===== src/hdl/ofpre_pkg.sv =====
// Package for the OOK frame pulse run encoder.
// Holds the frame constants, field widths and register indexes.
// Used by the top level and by its checker.
package ofpre_pkg;

  localparam int FRAME_BITS = 96;
  localparam int BIT_CNT_W  = $clog2(FRAME_BITS);
  localparam int DUR_W      = 17;
  localparam int TIME_W     = 10;
  localparam int ADDR_W     = 16;
  localparam int BYTE_W     = 8;
  localparam int CFG_IDX_W  = 2;

  localparam logic [BYTE_W-1:0] PREAMBLE_BYTE = 8'hAA;
  localparam logic [BYTE_W-1:0] SYNC_HI_BYTE  = 8'h2D;
  localparam logic [BYTE_W-1:0] SYNC_LO_BYTE  = 8'hD4;
  localparam logic [BYTE_W-1:0] RSVD_BYTE     = 8'h00;

  localparam logic [ADDR_W-1:0] ADDR_RESET  = 16'd0;
  localparam logic [TIME_W-1:0] MARK_RESET  = 10'd105;
  localparam logic [TIME_W-1:0] SPACE_RESET = 10'd104;

  localparam logic [CFG_IDX_W-1:0] REG_DEVICE_ADDRESS = 2'd0;
  localparam logic [CFG_IDX_W-1:0] REG_MARK_TIME      = 2'd1;
  localparam logic [CFG_IDX_W-1:0] REG_SPACE_TIME     = 2'd2;

  typedef logic [DUR_W-1:0] dur_t;

endpackage


===== src/hdl/ook_frame_pulse_run_encoder.sv =====
// OOK frame pulse run encoder, top level.
// Builds a 12-byte frame per word and emits its bit runs as duration pairs.
// Depends on ofpre_pkg.

// Each input word (command and mode byte) produces one 96-bit frame: four 0xAA
// preamble bytes, sync 0x2D 0xD4, the device address high byte first, a zero
// byte, command, mode and a checksum that makes bytes 4 to 10 plus itself sum
// to zero. The frame is scanned MSB first, one bit per cycle unless a pair waits
// on a stalled output, with a single shared adder that adds mark_time or
// space_time into the current high or low run total. Each output word is a
// (high, low) run pair; the last one has last_pair set and a low duration of
// zero when the frame ends on a one bit. in_ready is low while a frame is in work.
// The cfg port is always ready, but registers should be written only between
// frames, since mark_time and space_time are read throughout the scan.
module ook_frame_pulse_run_encoder (
  input  logic                           clk,
  input  logic                           rst_n,
  input  logic                           in_valid,
  output logic                           in_ready,
  input  logic [ofpre_pkg::BYTE_W-1:0]   in_command_code,
  input  logic [ofpre_pkg::BYTE_W-1:0]   in_mode_code,
  output logic                           out_valid,
  input  logic                           out_ready,
  output logic [ofpre_pkg::DUR_W-1:0]    out_high_duration,
  output logic [ofpre_pkg::DUR_W-1:0]    out_low_duration,
  output logic                           out_last_pair,
  input  logic                           cfg_valid,
  output logic                           cfg_ready,
  input  logic [ofpre_pkg::CFG_IDX_W-1:0] cfg_index,
  input  logic [ofpre_pkg::ADDR_W-1:0]   cfg_data
);
  import ofpre_pkg::*;

  localparam logic [1:0] ST_IDLE  = 2'd0;
  localparam logic [1:0] ST_SCAN  = 2'd1;
  localparam logic [1:0] ST_FINAL = 2'd2;

  localparam logic [BIT_CNT_W-1:0] LAST_BIT = BIT_CNT_W'(FRAME_BITS - 1);

  logic [1:0]            state_r, state_nxt;
  logic [ADDR_W-1:0]     addr_r;
  logic [TIME_W-1:0]     mark_r;
  logic [TIME_W-1:0]     space_r;
  logic [FRAME_BITS-1:0] frame_r, frame_nxt;
  logic [BIT_CNT_W-1:0]  bit_cnt_r, bit_cnt_nxt;
  dur_t                  hi_acc_r, hi_acc_nxt;
  dur_t                  lo_acc_r, lo_acc_nxt;
  logic                  zrun_r, zrun_nxt;

  logic                  out_valid_r, out_valid_nxt;
  dur_t                  out_hi_r, out_hi_nxt;
  dur_t                  out_lo_r, out_lo_nxt;
  logic                  out_last_r, out_last_nxt;

  logic                  in_accept;
  logic [BYTE_W-1:0]     sum8;
  logic [BYTE_W-1:0]     csum;
  logic                  cur_bit;
  logic                  need_emit;
  logic                  out_free;
  dur_t                  add_a;
  logic [TIME_W-1:0]     add_b;
  dur_t                  add_sum;

  assign in_ready  = (state_r == ST_IDLE);
  assign in_accept = in_valid && in_ready;
  assign cfg_ready = 1'b1;

  assign out_valid         = out_valid_r;
  assign out_high_duration = out_hi_r;
  assign out_low_duration  = out_lo_r;
  assign out_last_pair     = out_last_r;

  // Checksum: two's-complement negation of the byte sum of sync to mode.
  assign sum8 = BYTE_W'(SYNC_HI_BYTE + SYNC_LO_BYTE + addr_r[ADDR_W-1:BYTE_W]
                        + addr_r[BYTE_W-1:0] + RSVD_BYTE + in_command_code
                        + in_mode_code);
  assign csum = BYTE_W'(8'd0 - sum8);

  assign cur_bit   = frame_r[FRAME_BITS-1];
  assign need_emit = cur_bit && zrun_r;
  assign out_free  = !out_valid_r || out_ready;

  // The one shared adder. A one bit after a zero run restarts the high total.
  always_comb begin
    add_a   = need_emit ? '0 : (cur_bit ? hi_acc_r : lo_acc_r);
    add_b   = cur_bit ? mark_r : space_r;
    add_sum = add_a + DUR_W'(add_b);
  end

  always_comb begin
    state_nxt     = state_r;
    frame_nxt     = frame_r;
    bit_cnt_nxt   = bit_cnt_r;
    hi_acc_nxt    = hi_acc_r;
    lo_acc_nxt    = lo_acc_r;
    zrun_nxt      = zrun_r;
    out_valid_nxt = out_valid_r && !out_ready;
    out_hi_nxt    = out_hi_r;
    out_lo_nxt    = out_lo_r;
    out_last_nxt  = out_last_r;
    unique case (state_r)
      ST_IDLE: begin
        if (in_accept) begin
          frame_nxt   = {PREAMBLE_BYTE, PREAMBLE_BYTE, PREAMBLE_BYTE, PREAMBLE_BYTE,
                         SYNC_HI_BYTE, SYNC_LO_BYTE, addr_r, RSVD_BYTE,
                         in_command_code, in_mode_code, csum};
          bit_cnt_nxt = '0;
          hi_acc_nxt  = '0;
          lo_acc_nxt  = '0;
          zrun_nxt    = 1'b0;
          state_nxt   = ST_SCAN;
        end
      end
      ST_SCAN: begin
        if (!need_emit || out_free) begin
          if (need_emit) begin
            out_valid_nxt = 1'b1;
            out_hi_nxt    = hi_acc_r;
            out_lo_nxt    = lo_acc_r;
            out_last_nxt  = 1'b0;
            lo_acc_nxt    = '0;
            zrun_nxt      = 1'b0;
          end
          if (cur_bit) begin
            hi_acc_nxt = add_sum;
          end else begin
            lo_acc_nxt = add_sum;
            zrun_nxt   = 1'b1;
          end
          frame_nxt   = {frame_r[FRAME_BITS-2:0], 1'b0};
          bit_cnt_nxt = bit_cnt_r + 1'b1;
          if (bit_cnt_r == LAST_BIT) begin
            state_nxt = ST_FINAL;
          end
        end
      end
      ST_FINAL: begin
        if (out_free) begin
          out_valid_nxt = 1'b1;
          out_hi_nxt    = hi_acc_r;
          out_lo_nxt    = lo_acc_r;
          out_last_nxt  = 1'b1;
          state_nxt     = ST_IDLE;
        end
      end
      default: begin
        state_nxt = ST_IDLE;
      end
    endcase
  end

  always_ff @(posedge clk) begin
    if (!rst_n) begin
      state_r     <= ST_IDLE;
      out_valid_r <= 1'b0;
      addr_r      <= ADDR_RESET;
      mark_r      <= MARK_RESET;
      space_r     <= SPACE_RESET;
    end else begin
      state_r     <= state_nxt;
      out_valid_r <= out_valid_nxt;
      if (cfg_valid && cfg_ready) begin
        unique case (cfg_index)
          REG_DEVICE_ADDRESS: addr_r  <= cfg_data;
          REG_MARK_TIME:      mark_r  <= cfg_data[TIME_W-1:0];
          REG_SPACE_TIME:     space_r <= cfg_data[TIME_W-1:0];
          default: begin
          end
        endcase
      end
    end
  end

  always_ff @(posedge clk) begin
    frame_r    <= frame_nxt;
    bit_cnt_r  <= bit_cnt_nxt;
    hi_acc_r   <= hi_acc_nxt;
    lo_acc_r   <= lo_acc_nxt;
    zrun_r     <= zrun_nxt;
    out_hi_r   <= out_hi_nxt;
    out_lo_r   <= out_lo_nxt;
    out_last_r <= out_last_nxt;
  end

endmodule


===== config.mk =====
export PLATFORM = sky130hd
export DESIGN_NAME = ook_frame_pulse_run_encoder
export DESIGN_NICKNAME = d
export VERILOG_FILES = /design/src/hdl/ofpre_pkg.sv /design/src/hdl/ook_frame_pulse_run_encoder.sv
export SDC_FILE = /design/constraint.sdc
export NUM_CORES = 1
export LEC_CHECK = 0
export ABC_AREA = 1
export BUFFER_PORTS_ARGS = -buffer_cell sky130_fd_sc_hd__buf_4
export CORE_ASPECT_RATIO = 0.9
export CORE_MARGIN = 2
export CORE_UTILIZATION = 60
export DETAILED_ROUTE_END_ITERATION = 10
export GPL_TIMING_DRIVEN = 0
export PLACE_DENSITY = 0.86
export SLEW_MARGIN = 20
export SYNTH_ARGS = -nofsm -noshare
export SYNTH_HDL_FRONTEND = slang
export SYNTH_SLANG_ARGS = --single-unit

===== constraint.sdc =====
create_clock -name clk -period 4.8 [get_ports clk]
set_clock_uncertainty 0.05 [all_clocks]
set_input_delay 0.96 -clock clk [delete_from_list [all_inputs] [get_ports clk]]
set_output_delay 0.96 -clock clk [all_outputs]
set_load 0.1 [all_outputs]

Word level (Yosys, flattened, before mapping):

Index checks and enable logic that the tools add are counted.

* bits in registers: 212
* output and inout bits: 38
* word-level logic and storage cells: 94

* $add $sub $neg: 7
* equal/unequal tests: 12
* muxes and demuxes: 42
* reduce and logical (&&, ||, !) cells: 20

Operators with widths (number)
* 17-bit two-way mux: 14
* 96-bit two-way mux: 2
* 96-bit one-hot mux with 2 select lines: 1
* 17-bit one-hot mux with 2 select lines: 4
* 8-bit adder: 3
* 17-bit by 10-bit adder with 17-bit output: 1
* 4-bit AND reduction: 4
* 7-bit two-way mux: 2
* 7-bit one-hot mux with 2 select lines: 1
* 10-bit two-way mux: 1
* 2-bit != test (second input constant): 5
* 1-bit two-way mux: 9
* 1-bit by 8-bit adder with 8-bit output (first input constant): 1
* 2-bit two-way mux: 4
* 1-bit by 8-bit subtractor with 8-bit output (first input constant): 1
* 7-bit by 1-bit adder with 7-bit output (second input constant): 1
* 7-bit == test (second input constant): 1
* 1-bit one-hot mux with 2 select lines: 3
* 2-bit one-hot mux with 3 select lines: 1
* 2-bit AND reduction: 3
* 2-bit by 1-bit == test with 1-bit output (second input constant): 2
* 2-bit == test (second input constant): 2
* 2-bit logical NOT: 2
* 2-bit nonzero test: 2
* other kinds (6): 11

Logic depth before layout (Yosys ltp):

Gate-level depths: netlist (run 1).

* depth after elaboration: 7
* depth in mapped cells: 17
* depth with buffers taken out: 15

Worst setup path after synthesis (run 1):

Ideal clock, no wire load.

* kind: register to register
* start: register state_r[0]
* end: register bit_cnt_r[0], enable pin
* setup time: 0.456 ns
* arrival time: 3.530 ns
* slack: 0.763 ns
* stages on the path, launching flop included: 5
* path buffers: 0
* cell sequence: dfxtp_1 inv_1 ha_1 o21ai_0 inv_1

* longest elaborated chain between the ends: 4
* elaborated cells between the ends (all ways): 7

Ends and longest elaborated chain
* from (decl): RTL line ook_frame_pulse_run_encoder.sv:40 `logic [1:0] state_r, state_nxt;`
* from (signal assigned): RTL line ook_frame_pulse_run_encoder.sv:161 `state_r <= state_nxt;`
* 2-bit logical NOT *: RTL line ook_frame_pulse_run_encoder.sv:65 `assign in_ready = (state_r == ST_IDLE);`
* net in_ready: RTL line ook_frame_pulse_run_encoder.sv:19 `output logic in_ready,`
* 1-bit logical AND: RTL line ook_frame_pulse_run_encoder.sv:66 `assign in_accept = in_valid && in_ready;`
* 2-bit by 1-bit != test with 1-bit output (no line)
* 3-bit AND reduction (no line) *
* to (signal assigned): RTL line ook_frame_pulse_run_encoder.sv:177 `bit_cnt_r <= bit_cnt_nxt;`
* to (decl): RTL line ook_frame_pulse_run_encoder.sv:45 `logic [BIT_CNT_W-1:0] bit_cnt_r, bit_cnt_nxt;`

The timed path passes the listed nets; every way through them passes the cells marked *.
A chain may end at the register's enable or synchronous reset.

Worst setup path after layout (run 1):

* start: input in_command_code[2] in the netlist's numbering
* end: register frame_r[5], data pin

* longest elaborated chain between the ends: 5

Ends and longest elaborated chain
* from (decl): RTL line ook_frame_pulse_run_encoder.sv:20 `input logic [ofpre_pkg::BYTE_W-1:0] in_command_code,`
* 8-bit adder: RTL line ook_frame_pulse_run_encoder.sv:76 `+ addr_r[BYTE_W-1:0] + RSVD_BYTE + in_command_code`
* 8-bit adder: RTL line ook_frame_pulse_run_encoder.sv:77 `+ in_mode_code);`
* 1-bit by 8-bit subtractor with 8-bit output: RTL line ook_frame_pulse_run_encoder.sv:78 `assign csum = BYTE_W'(8'd0 - sum8);`
* 96-bit two-way mux: RTL line ook_frame_pulse_run_encoder.sv:104 `if (in_accept) begin`
* 96-bit one-hot mux with 2 select lines: RTL line ook_frame_pulse_run_encoder.sv:102 `unique case (state_r)`
* net frame_nxt[5]: RTL line ook_frame_pulse_run_encoder.sv:44 `logic [FRAME_BITS-1:0] frame_r, frame_nxt;`
* to (signal assigned): RTL line ook_frame_pulse_run_encoder.sv:176 `frame_r <= frame_nxt;`
* to (decl): RTL line ook_frame_pulse_run_encoder.sv:44

The timed path passes the listed nets, and every way through them passes these cells. The select of a mux whose other input is x is not followed.

==> results of run 1 <==
==> cells in the mapped netlist (2+ instances only) <==
master,count
xor2_1,6
a22o_1,10
dfxtp_1,39
clkbuf_1,27
nand4_1,3
nor3_1,4
buf_2,4
nand2_1,245
clkinv_1,2
inv_2,3
nand3_1,31
edfxtp_1,173
nand2_2,8
nand3_2,2
fa_1,15
inv_1,119
nor2_1,92
nor3_2,2
xnor2_1,8
a21oi_1,28
or2_2,24
o21ai_0,61
ha_1,22
==> power groups by stage <==
| stage | clock network (uW) | logic [uW] | registers (uW) |
|---|---|---|---|
| global placement | 0 | 3270 | 3500 |
| global route | 1760 | 3870 | 3480 |
| floorplan | 0 | 1680 | 4320 |
| finish | 1680 | 3590 | 3420 |
| detailed placement | 0 | 3520 | 3440 |
| CTS | 1690 | 3570 | 3420 |
==> routing by layer <==
metal	vias to the layer above	global-route usage	wire length, microns
li1	3264	-	-
met1	3270	0.336	8610
met2	333	0.423	9970
met3	73	0.0435	1720
met4	0	0.105	788
met5	-	0	0
==> cells by family after synthesis <==
kind of cell             after synthesis
buffers and inverters                158
other                                  1
flip-flops                           212
XOR/XNOR                              14
AO/OA/AOI/OAI                        104
adder cells (fa/ha/maj)               37
AND/OR/NAND/NOR                      416
==> area by class of cell <==
type	count	area, sq um
Tap cell	202	253
Buffer	33	140
Inverter	125	482
Fill cell	1005	4290
Multi-Input combinational cell	572	3040
Sequential cell	212	5980
Clock inverter	7	58.8
Clock buffer	32	661
Timing Repair Buffer	78	641
==> state kept, by name (all words and copies together) (netlist names) <==
signal / cells
out_valid: 1
bit_cnt_r: 7
zrun_r: 1
hi_acc_r: 17
out_last_pair: 1
addr_r: 16
out_low_duration: 17
space_r: 10
mark_r: 10
frame_r: 96
lo_acc_r: 17
state_r: 2
out_high_duration: 17
==> worst paths after layout <==
check | from | endpoint | depth (start not counted)
worst max-delay path | in_command_code[2] | frame_r[5]$_DFFE_PP_ | 14
worst min-delay path | lo_acc_r[12]$_SDFFCE_PP0P_ | out_low_duration[12]$_DFFE_PP_ | 0
worst max register to register | frame_r[95]$_SDFFCE_PN1P_ | hi_acc_r[10]$_SDFFCE_PN0P_ | 14
worst min register to register | lo_acc_r[12]$_SDFFCE_PP0P_ | out_low_duration[12]$_DFFE_PP_ | 0
==> critical path, stage by stage <==
cell,delay (ns)
buf_4,0.08
inv_1,0.06
fa_1,0.56
inv_1,0.06
fa_1,0.54
inv_1,0.05
ha_1,0.32
nand3b_1,0.09
nand3_1,0.13
inv_1,0.07
o21ai_0,0.20
nand2_1,0.08
nand2_1,0.06
o21ai_0,0.07
==> per-stage QoR <==
stage,cell area (sq um),utilization
after CTS,11300,0.724
final,11300,0.724
after floorplan,9620,-
after detailed placement,10500,0.678
after global placement,10400,0.671
after global routing,11300,0.724
==> metrics.md, run 1 <==
| Metric | Value |
|---|---|
| Status | `finished, final reports clean` |
| Largest family of logic cells by synthesized area | `simple AND/OR/NAND/NOR gates` |
| Grt total ovfl | `0` |
| Largest net degree at the start of global routing | `71` |
| Vias in the first global route | `6,951` |
| Vias per Instance | `5.50` |
| Slew @ Worst Pin | `0.836 ns` |
| Crit path DAT | `3.33 ns` |
| Sw Share | `0.419` |
| # setup viols final | `0` |
| Die Ht | `124 microns` |
| Post-DRT Antenna Nets | `0` |
| Reg clk slew, reported paths | `0.06 ns` |
| Setup TNS Final | `0 ns` |
| Die area | `17,100 sq um` |
| Synth Warn # | `0` |
| CTS Sinks | `212` |
| Post-synthesis mux area share | `0` |
| R2R setup slack | `1.72 ns` |
| Hold Path Class | `reg -> reg` |
| EDFF count, synth | `173` |
| PortBufs | `74` |
| WL final | `21,100 microns` |
| Worst-Skew Late Latency | `0.50 ns` |
| Net Switching | `3640 uW` |
| Synth-to-Final Area Change | `17.0%` |
| Unrepaired setup endpoints after global routing | `no` |
| Starting Density | `0.619` |
| Drt first pass iters | `5` |
| Avg Inst Size Synth | `10.2 sq um` |
| Vias | `6,940` |
| Required time worst endpoint | `5.00 ns` |
| Drt drc | `0` |
| Power Total | `8690 uW` |
| Gr usage total | `0.255` |
| P per Cell Area | `772 nW/um^2` |
| H-tree depth | `1` |
| Distinct cells, synth | `37` |
| Clock Tree Root | `clkbuf_16` |
| Final nets | `1,120` |
| Leakage power total | `0.00490 uW` |
| Final Hold Viols | `0` |
| First-pass GRT wire length | `33,300 microns` |
| Xor/xnor share of the synthesized area | `0.0127` |
| Startpoint Class | `primary input` |
| Seq/Total Area, Yosys | `0.621` |
| Cell Int Power | `5050 uW` |
| Syn_nets | `1,018` |
| Area of the core | `15,500 sq um` |
| Post-CTS Repair Setup Buffers | `0` |
| Commonest non-fill, non-tap cell in the layout | `nand2_1` |
| Clock power frac | `0.193` |
| Initial antenna violation count | `0` |
| Crit path kind | `in -> reg` |
| Area leader, netlist | `edfxtp_1` |
| Hold slack | `0.400 ns` |
| Tmin final | `3.13 ns` |
| DP HPWL | `14,200 microns` |
| Dpl ws | `1.21 ns` |
| CP Max Fanout | `4` |
| Routability cong. | `0.914` |
| Die X | `137 microns` |
| Cts hold-fix bufs | `0` |
| I/O pin count | `77` |
| ANT cells | `0` |
| Most frequent cells in the layout | `nand2_1, edfxtp_1, inv_1` |
| Peak supply drop | `0.616 mV` |
| Cells after Synth | `942` |
| Share of Yosys cell area claimed by the top area cell type | `0.540` |
| Comb pwr share | `0.413` |
| Rows | `43` |
| Flop pwr share | `0.393` |
| CTS tree | `yes` |
| Cell Area, Synth | `9620 sq um` |
| Num CTS Buffers | `22` |
| Simple-Gate Fraction of Synth Area | `0.182` |
| Max clock buf depth | `3` |
| Top post-synthesis cells by area | `edfxtp_1, nand2_1, dfxtp_1, inv_1, nor2_1` |
| Synth Area in Adders | `0.0598` |
| Max-slew headroom | `0.437` |
| Layout cells sized above 1 | `0.155` |
| Slew Limit Fails | `0` |
| Post-route insts no fill | `1,261` |
| Worst Slack Setup Final | `1.67 ns` |
| Cell Count Post-Placement | `1,222` |
| MaxCap Viol Count | `0` |
| Flops & latches, synth | `212` |
| Post-CTS Resized | `0` |
| Crit. End Element | `flop` |
| Routed WL per cell | `16.7 microns` |
| Compound-Gate Fraction of Synth Area | `0.0592` |
| Final period util | `0.652` |
| Violation count after the first detailed-routing iteration | `705` |
| Async S/R FF share, synth | `0` |
| Most common flop cell mapped by yosys | `edfxtp_1` |
| Upper clock frequency limit | `320 MHz` |
No activity file was read; power rests on OpenSTA's default activity.
==> run 2, diff against run 1 <==
- clock period: 4.8 -> 3.2 ns (I/O delays scaled with it)
==> run 2 against run 1 <==
Global-route usage rose by 0.47 points. Total power grew 51%. Worst hold slack lost 0.047 ns. Combinational power grew 54%. Non-clock buffer count is 2 higher. Wire length is 2.6% higher. Cell area rose by 0.30%. Final cell count did not move. Sequential power is 50% higher. Critical path depth is 1 lower. Die area unchanged. Setup slack worse by 1.5 ns.
==> metrics.md, run 2 (synthesized netlist as in run 1, its figures left out) <==
| Metric | Value |
|---|---|
| Status | `finished, final reports clean` |
| Final nets | `1,121` |
| Routability cong. | `0.903` |
| Crit path kind | `reg -> reg` |
| Violation count after the first detailed-routing iteration | `787` |
| CP Max Fanout | `4` |
| Vias | `7,009` |
| Die X | `137 microns` |
| Hold slack | `0.353 ns` |
| Crit. End Element | `flop` |
| Vias in the first global route | `6,788` |
| Starting Density | `0.619` |
| Grt total ovfl | `0` |
| Util after Layout | `0.726` |
| H-tree depth | `1` |
| Slew Limit Fails | `0` |
| Post-route insts no fill | `1,261` |
| Post-DP Area | `10,600 sq um` |
| Post-CTS Repair Setup Buffers | `0` |
| Net Switching | `5530 uW` |
| Sw Share | `0.421` |
| Slowest CP cell | `fa_1` |
| Comb pwr share | `0.422` |
| Flop pwr share | `0.390` |
| Leakage power total | `0.00490 uW` |
| WL final | `21,600 microns` |
| Die area | `17,100 sq um` |
| P per Cell Area | `1160 nW/um^2` |
| Layout cells sized above 1 | `0.161` |
| Worst Slack Setup Final | `0.211 ns` |
| I/O pin count | `77` |
| Cell Count Post-Placement | `1,224` |
| Num CTS Buffers | `21` |
| DP HPWL | `14,600 microns` |
| Largest Register | `frame_r` |
| Dpl ws | `-0.170 ns` |
| CP peak stage delay | `0.54 ns` |
| Largest net degree at the start of global routing | `34` |
| Slew @ Worst Pin | `0.666 ns` |
| Area of the core | `15,500 sq um` |
| Required time worst endpoint | `3.38 ns` |
| Drt first pass iters | `5` |
| CTS tree | `yes` |
| Post-CTS Resized | `0` |
| Max reg flops | `96` |
| Reg clk slew, reported paths | `0.06 ns` |
| # setup viols final | `0` |
| First-pass GRT wire length | `33,900 microns` |
| ANT cells | `0` |
| Final period util | `0.934` |
| Vias per Instance | `5.56` |
| CP bufs+invs | `4` |
| Cell Int Power | `7610 uW` |
| Startpoint Class | `flop` |
| Clock power frac | `0.188` |
| Max-slew headroom | `0.556` |
| CP dominant cell by count | `inv_1` |
| Final Hold Viols | `0` |
| Gr usage total | `0.259` |
| Initial antenna violation count | `0` |
| CTS Sinks | `212` |
| Upper clock frequency limit | `335 MHz` |
| Tmin final | `2.99 ns` |
| PortBufs | `74` |
| Most frequent cells in the layout | `nand2_1, edfxtp_1, inv_1` |
| Max clock buf depth | `3` |
| Cts hold-fix bufs | `0` |
| Hold Path Class | `in -> reg` |
| Unrepaired setup endpoints after global routing | `no` |
| Routed WL per cell | `17.2 microns` |
| Post-DRT Antenna Nets | `0` |
| Worst-Skew Late Latency | `0.49 ns` |
| MaxCap Viol Count | `0` |
| Crit-path cells | `inv_1 -> fa_1 -> inv_1 -> fa_1 -> inv_1 -> ha_1 -> nand3b_1 -> nand3_1 -> inv_1 -> o21ai_0 -> nand2_1 -> nand2_1 -> o21ai_0` |
| Clock Tree Root | `clkbuf_16` |
| Final design area excluding fillers | `11,300 sq um` |
| Die Ht | `124 microns` |
| Synth-to-Final Area Change | `17.4%` |
| Rows | `43` |
| Peak supply drop | `0.793 mV` |
| Commonest non-fill, non-tap cell in the layout | `nand2_1` |
| Crit path DAT | `3.17 ns` |
| Filler instances | `1,012` |
| Drt drc | `0` |
| CP top delay family | `adder cells` |
run 2: cell type report:
type,count,area [sq um],share of cell area
well taps,202,253,0.0224
plain buffers,33,144,0.0127
clock buffers,28,583,0.0517
clock inverters,9,97.6,0.00865
multi-input cells,572,3070,0.272
repair buffers,80,681,0.0603
flip-flops and latches,212,5980,0.530
inverters,125,480,0.0426
run 2: layer usage:
metal | wire length [microns] | track usage
met5 | 0 | 0
met4 | 669 | 0.0928
met3 | 1940 | 0.0476
met2 | 10400 | 0.428
met1 | 8670 | 0.348
run 2: tightest hold or removal path, stage by stage:
cell,delay (ns)
buf_4,0.10
nand2_1,0.05
nand3_1,0.07
run 2: metrics by stage:
stage          TNS [ns]  power [uW]
2_1_floorplan         0        9010
4_1_cts               0       13100
3_3_place_gp     -91.15       10200
3_5_place_dp     -0.239       10600
5_1_grt               0       13800
6_report              0       13100
run 2: final timing paths:
| check | start | to | slack (ns) | cells after the start |
|---|---|---|---|---|
| worst max-delay path | addr_r[2]$_SDFFE_PN0P_ | frame_r[5]$_DFFE_PP_ | 0.21 | 13 |
| worst min register to register | lo_acc_r[12]$_SDFFCE_PP0P_ | out_low_duration[12]$_DFFE_PP_ | 0.40 | 0 |
| worst min-delay path | cfg_data[0] | mark_r[0]$_SDFFE_PN1P_ | 0.35 | 3 |
| worst max register to register | addr_r[2]$_SDFFE_PN0P_ | frame_r[5]$_DFFE_PP_ | 0.21 | 13 |
run 2: power groups by stage:
stage	sequential [uW]	combinational (uW)	clock (uW)
6_report	5130	5540	2470
5_1_grt	5230	5970	2570
4_1_cts	5130	5510	2460
3_5_place_dp	5170	5440	0
3_3_place_gp	5210	4950	0
2_1_floorplan	6450	2560	0
==> run 3, diff against run 2 <==
- BUFFER_PORTS_ARGS: -buffer_cell sky130_fd_sc_hd__buf_4 -> -buffer_cell sky130_fd_sc_hd__buf_2
==> run 3 against run 2 <==
Maximum frequency is 1.1% lower. Critical path type unchanged. Combinational power is 3% lower. Critical path depth is 1 higher. Flip-flop and latch count stayed put.
==> metrics.md, run 3 (synthesized netlist as in run 1, its figures left out) <==
| Metric | Value |
|---|---|
| Clock Tree Root | `clkbuf_16` |
| Reg clk slew, reported paths | `0.06 ns` |
| Startpoint Class | `flop` |
| Final period util | `0.944` |
| Final nets | `1,122` |
| WL final | `20,800 microns` |
| Num CTS Buffers | `22` |
| # setup viols final | `0` |
| Die area | `17,100 sq um` |
| Vias in the first global route | `6,640` |
| Max-slew headroom | `0.528` |
| Metal2 WL | `9710 microns` |
| Crit path kind | `reg -> reg` |
| Leakage power total | `0.00484 uW` |
| Post-CTS Repair Setup Buffers | `0` |
| MaxCap Viol Count | `0` |
| Util after Layout | `0.713` |
| Initial antenna violation count | `1` |
| M1 WL | `8700 microns` |
| CTS Sinks | `212` |
| Slew @ Worst Pin | `0.708 ns` |
| Crit-path cells | `buf_6 -> inv_8 -> clkbuf_2 -> a22o_1 -> ha_1 -> fa_1 -> nand3_1 -> nand3_1 -> nand2_1 -> nand2_1 -> nand2_1 -> nand2_1 -> xor2_1 -> nor2_1` |
| Worst-Skew Late Latency | `0.50 ns` |
| CP peak stage delay | `0.42 ns` |
| Max reg flops | `96` |
| Layout cells sized above 1 | `0.161` |
| Synth-to-Final Area Change | `15.2%` |
| Routed WL per cell | `16.4 microns` |
| Routability cong. | `0.901` |
| Die Ht | `124 microns` |
| CP Max Fanout | `10` |
| Max clock buf depth | `3` |
| Commonest non-fill, non-tap cell in the layout | `nand2_1` |
| Largest net degree at the start of global routing | `35` |
| Power Total | `12,900 uW` |
| Tmin final | `3.02 ns` |
| Vias per Instance | `5.52` |
| Post-DRT Antenna Nets | `0` |
| Area of the core | `15,500 sq um` |
| Drt first pass iters | `5` |
| Slew Limit Fails | `0` |
| I/O pin count | `77` |
| WL met3 | `1660 microns` |
| DP HPWL | `14,200 microns` |
| H-tree depth | `1` |
| Hold slack | `0.349 ns` |
| CP dominant cell by count | `nand2_1` |
| Vias | `6,984` |
| Unrepaired setup endpoints after global routing | `no` |
| Slowest CP cell | `fa_1` |
| Crit path DAT | `3.19 ns` |
| Final Hold Viols | `0` |
| Setup TNS Final | `0 ns` |
| Status | `finished, final reports clean` |
| Upper clock frequency limit | `331 MHz` |
| Filler instances | `1,029` |
| Hold Path Class | `in -> reg` |
| Die X | `137 microns` |
| Drt drc | `0` |
| First-pass GRT wire length | `32,600 microns` |
| Grt total ovfl | `0` |
| Max Used Layer | `met4` |
| Violation count after the first detailed-routing iteration | `744` |
| Required time worst endpoint | `3.37 ns` |
| Most frequent cells in the layout | `nand2_1, edfxtp_1, inv_1` |
| CP top delay family | `simple AND/OR/NAND/NOR gates` |
| Rows | `43` |
| Largest Register | `frame_r` |
| CP bufs+invs | `3` |
| Starting Density | `0.619` |
| Crit. End Element | `flop` |
| P per Cell Area | `1160 nW/um^2` |
| CTS tree | `yes` |
| Gr usage total | `0.250` |
| PortBufs | `74` |
| Peak supply drop | `0.816 mV` |
-- run 3: what timing repair did --
action                                  in CTS  in global routing
endpoints found under the setup margin       0                  8
hold buffers                                 0                  0
resized for setup                            0                  4
-- run 3: layout make-up --
cell class | count | area (sq um) | area share
Antenna cell | 1 | 2.50 | 0.000226
Buffer | 33 | 143 | 0.0129
Clock buffer | 31 | 636 | 0.0573
Clock inverter | 9 | 42.5 | 0.00384
Inverter | 125 | 480 | 0.0433
Multi-Input combinational cell | 572 | 3060 | 0.276
Sequential cell | 212 | 5980 | 0.539
Tap cell | 202 | 253 | 0.0228
Timing Repair Buffer | 80 | 488 | 0.0440
-- run 3: worst paths after layout --
path	startpoint	to	slack [ns]	cells after the start
max	frame_r[95]$_SDFFCE_PN1P_	hi_acc_r[10]$_SDFFCE_PN0P_	0.18	14
min	cfg_data[6]	space_r[6]$_SDFFE_PN1P_	0.35	3
max reg2reg	frame_r[95]$_SDFFCE_PN1P_	hi_acc_r[10]$_SDFFCE_PN0P_	0.18	14
min reg2reg	lo_acc_r[15]$_SDFFCE_PP0P_	out_low_duration[15]$_DFFE_PP_	0.40	0
-- run 3: metal layers --
metal  vias up  global-route usage
li1       3274                   -
met1      3300               0.341
met2       339               0.399
met3        71              0.0460
met4         0               0.104
met5         -                   0
-- run 3: stage by stage --
stage          instances  setup WS [ns]  cell area (sq um)
6_report            1265          0.178              11100
5_1_grt             1265         0.0177              11100
4_1_cts             1264          0.145              11100
3_5_place_dp        1224        -0.0928              10400
3_3_place_gp        1218         -0.811              10300
2_1_floorplan        942         0.0745               9650
-- run 3: power breakdown --
part	internal (uW)	total, uW	switching, uW
clock	1380	2390	1010
sequential	4720	5130	415
combinational	1300	5360	4050
total	7400	12900	5480
-- run 3: worst min-delay path: stages --
cell	delay, ns
buf_2	0.12
nand2_1	0.06
nand3_1	0.05
